===== src/rtl/rdvt_pkg.sv =====
// Types and constants shared by the dosing timer modules.
package rdvt_pkg;

    localparam int VOL_W       = 10;
    localparam int RATIO_W     = 3;
    localparam int SUM_W       = 5;
    localparam int REG_W       = 8;
    localparam int TIME_W      = 14;
    localparam int PROD_W      = RATIO_W + VOL_W;
    localparam int CFG_IDX_W   = 3;
    localparam int IN_TDATA_W  = 24;
    localparam int OUT_TDATA_W = 8;
    localparam int DIV_STEPS   = TIME_W;
    localparam int DIV_CNT_W   = $clog2(DIV_STEPS);

    localparam logic OP_START = 1'b0;
    localparam logic OP_TICK  = 1'b1;

    localparam logic [CFG_IDX_W-1:0] REG_OFFSET_A = 3'd0;
    localparam logic [CFG_IDX_W-1:0] REG_OFFSET_B = 3'd1;
    localparam logic [CFG_IDX_W-1:0] REG_OFFSET_C = 3'd2;
    localparam logic [CFG_IDX_W-1:0] REG_RATE_A   = 3'd3;
    localparam logic [CFG_IDX_W-1:0] REG_RATE_B   = 3'd4;
    localparam logic [CFG_IDX_W-1:0] REG_RATE_C   = 3'd5;

    localparam logic [REG_W-1:0] OFFSET_A_RST = 8'd8;
    localparam logic [REG_W-1:0] OFFSET_B_RST = 8'd8;
    localparam logic [REG_W-1:0] OFFSET_C_RST = 8'd15;
    localparam logic [REG_W-1:0] RATE_A_RST   = 8'd35;
    localparam logic [REG_W-1:0] RATE_B_RST   = 8'd42;
    localparam logic [REG_W-1:0] RATE_C_RST   = 8'd50;

    typedef enum logic [2:0] {
        ST_IDLE,
        ST_SHARE_GO,
        ST_SHARE_WAIT,
        ST_TIME_WAIT,
        ST_EMIT
    } t_state;

    typedef enum logic [1:0] {
        VALVE_A,
        VALVE_B,
        VALVE_C
    } t_valve;

    typedef struct packed {
        logic              start;
        logic [TIME_W-1:0] dividend;
        logic [REG_W-1:0]  divisor;
    } t_div_req;

    typedef struct packed {
        logic              done;
        logic [TIME_W-1:0] quotient;
    } t_div_rsp;

endpackage


===== src/rtl/rdvt_div.sv =====
// Bit-serial restoring divider, one quotient bit per cycle.
module rdvt_div (
    input  logic               i_clk,
    input  logic               i_rst_n,
    input  rdvt_pkg::t_div_req i_req,
    output rdvt_pkg::t_div_rsp o_rsp
);

    localparam logic [rdvt_pkg::DIV_CNT_W-1:0] DIV_LAST =
        rdvt_pkg::DIV_CNT_W'(rdvt_pkg::DIV_STEPS - 1);

    logic                            r_busy;
    logic                            r_done;
    logic [rdvt_pkg::DIV_CNT_W-1:0]  r_cnt;
    logic [rdvt_pkg::REG_W-1:0]      r_rem;
    logic [rdvt_pkg::REG_W-1:0]      r_dvs;
    logic [rdvt_pkg::TIME_W-1:0]     r_quo;
    logic [rdvt_pkg::REG_W:0]        w_trial;
    logic [rdvt_pkg::REG_W+1:0]      w_diff;
    logic                            w_fit;

    assign w_trial = {r_rem, r_quo[rdvt_pkg::TIME_W-1]};
    assign w_diff  = {1'b0, w_trial} - {2'b00, r_dvs};
    assign w_fit   = !w_diff[rdvt_pkg::REG_W+1];

    always_ff @(posedge i_clk) begin
        if (!i_rst_n) begin
            r_busy <= 1'b0;
            r_done <= 1'b0;
            r_cnt  <= '0;
        end else if (i_req.start) begin
            r_busy <= 1'b1;
            r_done <= 1'b0;
            r_cnt  <= DIV_LAST;
        end else if (r_busy) begin
            if (r_cnt == '0) begin
                r_busy <= 1'b0;
                r_done <= 1'b1;
            end else begin
                r_cnt <= r_cnt - 1'b1;
            end
        end else begin
            r_done <= 1'b0;
        end
    end

    always_ff @(posedge i_clk) begin
        if (i_req.start) begin
            r_rem <= '0;
            r_quo <= i_req.dividend;
            r_dvs <= i_req.divisor;
        end else if (r_busy) begin
            r_rem <= w_fit ? w_diff[rdvt_pkg::REG_W-1:0] : w_trial[rdvt_pkg::REG_W-1:0];
            r_quo <= {r_quo[rdvt_pkg::TIME_W-2:0], w_fit};
        end
    end

    assign o_rsp.done     = r_done;
    assign o_rsp.quotient = r_quo;

endmodule


===== src/rtl/ratio_dosing_valve_timer.sv =====
// Top level of the three-valve proportional dosing timer.
// A tick word, or a start word with a zero ratio sum, goes straight to the emit state.
// Other start words first run three share divisions and up to three time divisions on one
// bit-serial divider. The result word is registered from the emit state once the output is free.
// A new word is accepted in idle, once the last result is loaded, while that result still waits.
// Synchronous active-low reset closes all valves, clears the timers and loads default settings.
module ratio_dosing_valve_timer (
    input  logic                                i_clk,
    input  logic                                i_rst_n,
    input  logic                                i_s_tvalid,
    output logic                                o_s_tready,
    // tdata: total_volume[9:0], ratio_a[12:10], ratio_b[15:13], ratio_c[18:16], zero fill.
    input  logic [rdvt_pkg::IN_TDATA_W-1:0]     i_s_tdata,
    // tuser: opcode.
    input  logic                                i_s_tuser,
    output logic                                o_m_tvalid,
    input  logic                                i_m_tready,
    // tdata: valve_a_open[0], valve_b_open[1], valve_c_open[2], pouring[3], zero fill.
    output logic [rdvt_pkg::OUT_TDATA_W-1:0]    o_m_tdata,
    output logic                                o_m_tlast,
    input  logic                                i_cfg_valid,
    output logic                                o_cfg_ready,
    input  logic [rdvt_pkg::CFG_IDX_W-1:0]      i_cfg_index,
    input  logic [rdvt_pkg::REG_W-1:0]          i_cfg_data
);

    localparam int VOL_W   = rdvt_pkg::VOL_W;
    localparam int RATIO_W = rdvt_pkg::RATIO_W;
    localparam int SUM_W   = rdvt_pkg::SUM_W;
    localparam int REG_W   = rdvt_pkg::REG_W;
    localparam int TIME_W  = rdvt_pkg::TIME_W;
    localparam int PROD_W  = rdvt_pkg::PROD_W;

    rdvt_pkg::t_state   r_state, n_state;
    rdvt_pkg::t_valve   r_idx, w_idx_next;
    rdvt_pkg::t_div_req w_req;
    rdvt_pkg::t_div_rsp w_rsp;

    logic [REG_W-1:0]   r_offset_a, r_offset_b, r_offset_c;
    logic [REG_W-1:0]   r_rate_a, r_rate_b, r_rate_c;
    logic [TIME_W-1:0]  r_elapsed, r_close_a, r_close_b, r_close_c, r_longest;
    logic [2:0]         r_valve_bits;
    logic               r_active;
    logic               r_done;
    logic               r_out_valid;
    logic [3:0]         r_out_bits;
    logic               r_out_last;
    logic [VOL_W-1:0]   r_volume;
    logic [RATIO_W-1:0] r_ratio_a, r_ratio_b, r_ratio_c;
    logic [SUM_W-1:0]   r_sum;

    logic               w_acc_in;
    logic               w_op;
    logic [VOL_W-1:0]   w_vol_in;
    logic [RATIO_W-1:0] w_ra_in, w_rb_in, w_rc_in;
    logic [SUM_W-1:0]   w_sum_in;
    logic [RATIO_W-1:0] w_ratio_sel;
    logic [REG_W-1:0]   w_off_sel, w_rate_sel;
    logic [PROD_W-1:0]  w_prod;
    logic [VOL_W-1:0]   w_share, w_excess;
    logic               w_share_fits;
    logic [TIME_W-1:0]  w_time_num;
    logic               w_rec_en;
    logic [TIME_W-1:0]  w_rec_val;
    logic               w_load_out;
    logic [TIME_W-1:0]  w_elapsed_inc;
    logic               w_tick_end;
    logic [2:0]         w_tick_bits;

    rdvt_div u_div (
        .i_clk   (i_clk),
        .i_rst_n (i_rst_n),
        .i_req   (w_req),
        .o_rsp   (w_rsp)
    );

    assign o_s_tready  = (r_state == rdvt_pkg::ST_IDLE);
    assign o_cfg_ready = 1'b1;
    assign w_acc_in    = i_s_tvalid && o_s_tready;
    assign w_op        = i_s_tuser;
    assign w_vol_in    = i_s_tdata[9:0];
    assign w_ra_in     = i_s_tdata[12:10];
    assign w_rb_in     = i_s_tdata[15:13];
    assign w_rc_in     = i_s_tdata[18:16];
    assign w_sum_in    = SUM_W'(w_ra_in) + SUM_W'(w_rb_in) + SUM_W'(w_rc_in);

    always_comb begin
        unique case (r_idx)
            rdvt_pkg::VALVE_A: begin
                w_ratio_sel = r_ratio_a;
                w_off_sel   = r_offset_a;
                w_rate_sel  = r_rate_a;
                w_idx_next  = rdvt_pkg::VALVE_B;
            end
            rdvt_pkg::VALVE_B: begin
                w_ratio_sel = r_ratio_b;
                w_off_sel   = r_offset_b;
                w_rate_sel  = r_rate_b;
                w_idx_next  = rdvt_pkg::VALVE_C;
            end
            default: begin
                w_ratio_sel = r_ratio_c;
                w_off_sel   = r_offset_c;
                w_rate_sel  = r_rate_c;
                w_idx_next  = rdvt_pkg::VALVE_C;
            end
        endcase
    end

    assign w_prod       = PROD_W'(w_ratio_sel) * PROD_W'(r_volume);
    assign w_share      = w_rsp.quotient[VOL_W-1:0];
    assign w_share_fits = w_share > VOL_W'(w_off_sel);
    assign w_excess     = w_share - VOL_W'(w_off_sel);
    assign w_time_num   = TIME_W'({w_excess, 3'b000}) + TIME_W'({w_excess, 1'b0});

    assign w_elapsed_inc = r_elapsed + 1'b1;
    assign w_tick_end    = ({1'b0, w_elapsed_inc} == ({1'b0, r_longest} + 15'd1));

    always_comb begin
        w_tick_bits = r_valve_bits & ~{w_elapsed_inc == r_close_c,
                                       w_elapsed_inc == r_close_b,
                                       w_elapsed_inc == r_close_a};
        if (w_tick_end) begin
            w_tick_bits = 3'b000;
        end
    end

    always_comb begin
        n_state = r_state;
        unique case (r_state)
            rdvt_pkg::ST_IDLE: begin
                if (w_acc_in) begin
                    if (w_op == rdvt_pkg::OP_START && w_sum_in != '0) begin
                        n_state = rdvt_pkg::ST_SHARE_GO;
                    end else begin
                        n_state = rdvt_pkg::ST_EMIT;
                    end
                end
            end
            rdvt_pkg::ST_SHARE_GO: begin
                n_state = rdvt_pkg::ST_SHARE_WAIT;
            end
            rdvt_pkg::ST_SHARE_WAIT: begin
                if (w_rsp.done) begin
                    if (w_share_fits) begin
                        n_state = rdvt_pkg::ST_TIME_WAIT;
                    end else if (r_idx == rdvt_pkg::VALVE_C) begin
                        n_state = rdvt_pkg::ST_EMIT;
                    end else begin
                        n_state = rdvt_pkg::ST_SHARE_GO;
                    end
                end
            end
            rdvt_pkg::ST_TIME_WAIT: begin
                if (w_rsp.done) begin
                    if (r_idx == rdvt_pkg::VALVE_C) begin
                        n_state = rdvt_pkg::ST_EMIT;
                    end else begin
                        n_state = rdvt_pkg::ST_SHARE_GO;
                    end
                end
            end
            rdvt_pkg::ST_EMIT: begin
                if (!r_out_valid || i_m_tready) begin
                    n_state = rdvt_pkg::ST_IDLE;
                end
            end
            default: begin
                n_state = rdvt_pkg::ST_IDLE;
            end
        endcase
    end

    always_comb begin
        w_req.start    = 1'b0;
        w_req.dividend = TIME_W'(w_prod);
        w_req.divisor  = REG_W'(r_sum);
        w_rec_en       = 1'b0;
        w_rec_val      = '0;
        w_load_out     = 1'b0;
        unique case (r_state)
            rdvt_pkg::ST_SHARE_GO: begin
                w_req.start = 1'b1;
            end
            rdvt_pkg::ST_SHARE_WAIT: begin
                w_req.dividend = w_time_num;
                w_req.divisor  = (w_rate_sel == '0) ? REG_W'(1) : w_rate_sel;
                w_req.start    = w_rsp.done && w_share_fits;
                w_rec_en       = w_rsp.done && !w_share_fits;
            end
            rdvt_pkg::ST_TIME_WAIT: begin
                w_rec_en  = w_rsp.done;
                w_rec_val = w_rsp.quotient;
            end
            rdvt_pkg::ST_EMIT: begin
                w_load_out = !r_out_valid || i_m_tready;
            end
            default: begin
            end
        endcase
    end

    always_ff @(posedge i_clk) begin
        if (!i_rst_n) begin
            r_state      <= rdvt_pkg::ST_IDLE;
            r_idx        <= rdvt_pkg::VALVE_A;
            r_offset_a   <= rdvt_pkg::OFFSET_A_RST;
            r_offset_b   <= rdvt_pkg::OFFSET_B_RST;
            r_offset_c   <= rdvt_pkg::OFFSET_C_RST;
            r_rate_a     <= rdvt_pkg::RATE_A_RST;
            r_rate_b     <= rdvt_pkg::RATE_B_RST;
            r_rate_c     <= rdvt_pkg::RATE_C_RST;
            r_elapsed    <= '0;
            r_close_a    <= '0;
            r_close_b    <= '0;
            r_close_c    <= '0;
            r_longest    <= '0;
            r_valve_bits <= '0;
            r_active     <= 1'b0;
            r_done       <= 1'b0;
            r_out_valid  <= 1'b0;
        end else begin
            r_state <= n_state;

            if (i_cfg_valid && o_cfg_ready) begin
                unique case (i_cfg_index)
                    rdvt_pkg::REG_OFFSET_A: r_offset_a <= i_cfg_data;
                    rdvt_pkg::REG_OFFSET_B: r_offset_b <= i_cfg_data;
                    rdvt_pkg::REG_OFFSET_C: r_offset_c <= i_cfg_data;
                    rdvt_pkg::REG_RATE_A:   r_rate_a   <= i_cfg_data;
                    rdvt_pkg::REG_RATE_B:   r_rate_b   <= i_cfg_data;
                    rdvt_pkg::REG_RATE_C:   r_rate_c   <= i_cfg_data;
                    default: begin
                    end
                endcase
            end

            if (w_acc_in) begin
                if (w_op == rdvt_pkg::OP_START) begin
                    r_idx        <= rdvt_pkg::VALVE_A;
                    r_elapsed    <= '0;
                    r_close_a    <= '0;
                    r_close_b    <= '0;
                    r_close_c    <= '0;
                    r_longest    <= '0;
                    r_valve_bits <= '0;
                    r_active     <= 1'b1;
                    r_done       <= 1'b0;
                end else if (r_active) begin
                    r_elapsed    <= w_elapsed_inc;
                    r_valve_bits <= w_tick_bits;
                    r_active     <= !w_tick_end;
                    r_done       <= w_tick_end;
                end else begin
                    r_done <= 1'b0;
                end
            end

            if (w_rec_en) begin
                unique case (r_idx)
                    rdvt_pkg::VALVE_A: r_close_a <= w_rec_val;
                    rdvt_pkg::VALVE_B: r_close_b <= w_rec_val;
                    default:           r_close_c <= w_rec_val;
                endcase
                r_valve_bits[r_idx] <= |w_rec_val;
                if (w_rec_val > r_longest) begin
                    r_longest <= w_rec_val;
                end
                r_idx <= w_idx_next;
            end

            if (w_load_out) begin
                r_out_valid <= 1'b1;
            end else if (i_m_tready) begin
                r_out_valid <= 1'b0;
            end
        end
    end

    always_ff @(posedge i_clk) begin
        if (w_acc_in && w_op == rdvt_pkg::OP_START) begin
            r_volume  <= w_vol_in;
            r_ratio_a <= w_ra_in;
            r_ratio_b <= w_rb_in;
            r_ratio_c <= w_rc_in;
            r_sum     <= w_sum_in;
        end
        if (w_load_out) begin
            r_out_bits <= {r_active, r_valve_bits};
            r_out_last <= r_done;
        end
    end

    assign o_m_tvalid = r_out_valid;
    assign o_m_tdata  = {{(rdvt_pkg::OUT_TDATA_W - 4){1'b0}}, r_out_bits};
    assign o_m_tlast  = r_out_last;

endmodule


===== config.mk =====
export PLATFORM = sky130hd
export DESIGN_NAME = ratio_dosing_valve_timer
export DESIGN_NICKNAME = d
export VERILOG_FILES = /design/src/rtl/rdvt_pkg.sv /design/src/rtl/rdvt_div.sv /design/src/rtl/ratio_dosing_valve_timer.sv
export SDC_FILE = /design/constraint.sdc
export NUM_CORES = 1
export LEC_CHECK = 0
export ABC_AREA = 1
export BUFFER_PORTS_ARGS = -buffer_cell sky130_fd_sc_hd__buf_2
export CAP_MARGIN = 15
export CORE_MARGIN = 2
export CORE_UTILIZATION = 39
export CTS_BUF_LIST = sky130_fd_sc_hd__clkbuf_16
export DETAILED_ROUTE_END_ITERATION = 10
export SKIP_LAST_GASP = 1
export SLEW_MARGIN = 20
export SYNTH_ARGS = -nofsm -noshare
export SYNTH_HDL_FRONTEND = slang
export SYNTH_SLANG_ARGS = --single-unit

===== constraint.sdc =====
create_clock -name i_clk -period 4.5 [get_ports i_clk]
set_input_delay 0.225 -clock i_clk [delete_from_list [all_inputs] [get_ports i_clk]]
set_output_delay 0.225 -clock i_clk [all_outputs]
set_load 0.005 [all_outputs]

==> run metrics <==
DP Cell Count 2066; drt wl/cell 15.06 um; Worst path slowest cell dfxtp_1; CP required 4.70 ns; fin crit period 4.008 ns; critical path, cell by cell nand2_1 -> buf_4 -> o22ai_1 -> nor2_1 -> ha_1 -> fa_1 -> o21ai_2 -> a31oi_1 -> xnor2_1 -> ha_1 -> a21oi_1 -> inv_1 -> a31oi_1 -> o21ai_0 -> nand2_1 -> nand2_1 -> nand2_1 -> nand3_1 -> nand3_1 -> a21oi_1; total CTS buffers 17; global-route usage over all layers 0.2062; Port Buf Inserts 42; Data arrival, critical path 4.21 ns; Filler cells 3058; post-CTS setup buffer count 0; RSZ-0062 raised after global routing no; Post-Route WL 31880 um; Setup-failing EPs final 0; Slew @ Worst Pin 1.067 ns; Mean Syn Cell Area 7.151 um^2; Antenna Nets Post-Route 0; Syn. warnings 0; diode count 0; Synth Cell Area 0.01190 mm^2; Net Sw Frac 0.4150; Slew HR 0.2876; R2R Setup Slk 0.49 ns; switching power 2740 uW; Crit path top cell by count nand2_1; Post-DP HPWL 23890 um; internal power 3861 uW; CTS tree built; Clock Skew 0.01532 ns; htree depth 4; chip height 178.7 um; Final GP Congestion 0.9459; vias in the first global route 9950; First-pass DRT Iterations 5; status complete, no violations; CTS Buffer Depth 2; Max Cap Viol 0; Yosys cell types 55; path depth of the worst reg2reg path 20; Vias 10784; first-pass GRT wire length 51580 um; Max stage delay on crit path 0.43 ns; drt initial violations 916; Reg area 0.004395 mm^2; Peak VDD IR 0.3277 mV; post-route setup TNS 0 ns; min-delay worst type primary input to flop; final std cells w/o fill 2117; Logic pwr share 0.429; hold path cells 3; power share of the sequential group 0.337; post-synthesis instance total 1664; Post-synth EDFFs 51; DR vias/cell 5.094; core area 0.02987 mm^2; post-synthesis sequential area ratio 0.3693; Nets 1827; Root Driver clkbuf_16; initial cell density of the core 0.3983; Area Growth Syn to Fin 11.37%; clock-pin slew on the worst setup and hold paths 0.08 ns; GR Overflow Total 0; Worst setup EP type flop; clock sink total 194; largest net degree at the start of global routing 72; critical path launch point type flop; Static Leak 0.005871 uW; share of cells above drive strength 1 0.09728; fraction of registers with async set or reset after synthesis 0; CP Class flop to flop; # IOs 53; antenna violations before repair 0; Top FF cell, synth dfxtp_1; Fmax achieved 249.5 MHz; PD cells 498.1 mW/mm^2; Die ar. 0.03192 mm^2; Slew Viols, Final 0; DRC 0; Die Width 178.7 um; Rows 63; Clock power frac 0.234; later-pin clock latency in the skew report 0.45 ns; Fin. Hold Viols 0; crit share post-route 0.8908; critical-path maximum fanout 8; #FFs+latches synth 194; Multi-input gate area 0.006487 mm^2
==> cell usage in the layout (no fill, tap or decap), types with 3 or more instances in the layout <==
master / instances
inv_6: 3
edfxtp_1: 51
nand2_2: 10
or2_2: 11
buf_4: 17
nand2_1: 451
o31ai_1: 4
ha_1: 56
nand3b_1: 6
dfxtp_1: 142
conb_1: 5
o21bai_1: 8
a31oi_1: 6
clkinv_1: 3
a21oi_1: 116
nor3_1: 8
nand2_4: 3
clkbuf_16: 17
dlygate4sd3_1: 19
a21oi_2: 12
a32oi_1: 4
nand4_1: 18
inv_1: 183
nand3_2: 5
a21o_1: 5
nor4_1: 5
inv_2: 18
nor2_2: 7
buf_2: 42
inv_8: 5
xor2_1: 24
xnor2_1: 17
o211ai_1: 6
nor2_4: 6
nor2_1: 198
fa_1: 16
o21ai_1: 4
o22ai_1: 11
nand3_1: 88
o21ai_0: 92
==> final timing paths <==
path                                                 start                        end
worst min-delay path                         i_cfg_data[3]   r_rate_b[3]$_SDFFE_PN1P_
worst max register to register       r_idx[0]$_SDFFE_PN0P_  u_div.r_quo[12]$_DFFE_PP_
worst max-delay path                 r_idx[0]$_SDFFE_PN0P_  u_div.r_quo[12]$_DFFE_PP_
worst min register to register  r_valve_bits[0]$_SDFF_PN0_    r_out_bits[0]$_DFFE_PP_
==> metrics by stage <==
stage / total power (uW) / hold WS (ns) / instance area, um^2 / util / setup WS, ns
floorplan: 4346 / 0.3239 / 11910 / - / 0.8093
global placement: 5026 / 0.4019 / 12470 / 0.4174 / 0.4342
detailed placement: 5064 / 0.4031 / 12480 / 0.4176 / 0.4051
CTS: 6626 / 0.08534 / 13250 / 0.4435 / 0.3679
global route: 7113 / 0.1117 / 13250 / 0.4436 / 0.001601
finish: 6601 / 0.1063 / 13250 / 0.4436 / 0.4916
==> synth_stat cells (10+ instances only) <==
library cell  count  area share
nand3_1          88       0.037
buf_4            11      0.0069
xor2_1           24       0.018
xnor2_1          17       0.013
nand4_1          18      0.0095
ha_1             56       0.059
a21oi_2          12      0.0088
clkbuf_1         26      0.0082
a21oi_1         116       0.049
inv_1           183       0.058
o21ai_0          92       0.039
nand2_1         451        0.14
o22ai_1          11      0.0058
inv_2            17      0.0054
edfxtp_1         51        0.13
nor2_1          199       0.063
dfxtp_1         143        0.24
nand2_2          10      0.0053
fa_1             16       0.027
or2_2            11      0.0058
==> cells by family (layout without fill, tap and decap cells) <==
family | count (synthesis) | after routing | share of synthesized area
compound gates | 278 | 278 | 0.1322
xor+xnor | 42 | 42 | 0.03207
fa+ha+maj | 72 | 72 | 0.08580
buf+inv | 254 | 314 | 0.08717
flops | 194 | 194 | 0.3693
other cells | 2 | 5 | 0.0006312
simple gates | 822 | 822 | 0.2929
==> layer usage <==
layer / up-vias / part of all wire / global-route usage
met4: 0 / 0.014 / 0.05691
met3: 25 / 0.053 / 0.03393
li1: 5472 / - / -
met1: 5009 / 0.47 / 0.2801
met5: - / 0 / 0
met2: 278 / 0.46 / 0.3391
==> worst max-delay path: cells and delay by family (launching register included) <==
family	cells	cell delay (ns)
AOI/OAI and AO/OA	7	1.06
adders and majority gates	3	0.97
and+or+nand+nor	7	0.71
DFF	1	0.43
buffers and inverters	2	0.31
xor gates and xnor gates	1	0.26
==> registers in the layout (all words and copies together), names as in the netlist, 10 cells and up <==
name / count
r_close_c: 14
u_div.r_quo: 14
r_longest: 14
r_elapsed: 14
r_close_b: 14
r_close_a: 14
r_volume: 10
==> layout make-up <==
cell class                 instances  share of cell area
multi-input combinational       1219              0.4896
clock buffer                      17             0.03210
clock inverter                    15             0.01199
timing repair buffer              78             0.03984
tap                              390             0.03682
sequential                       194              0.3317
inverter                         204             0.05797
==> power groups by stage <==
stage          Combinational (uW)  Sequential, uW  Clock [uW]
6_report                     2830            2220        1540
5_1_grt                      3220            2250        1640
4_1_cts                      2830            2220        1580
3_5_place_dp                 2810            2260           0
3_3_place_gp                 2770            2260           0
2_1_floorplan                2130            2210           0
==> repair_timing <==
action	CTS	global route
endpoints found under the setup margin	0	4
endpoints found under the hold margin	19	0
gates resized for setup	0	1
hold buffers	19	0
No activity file was read; power rests on OpenSTA's default activity.
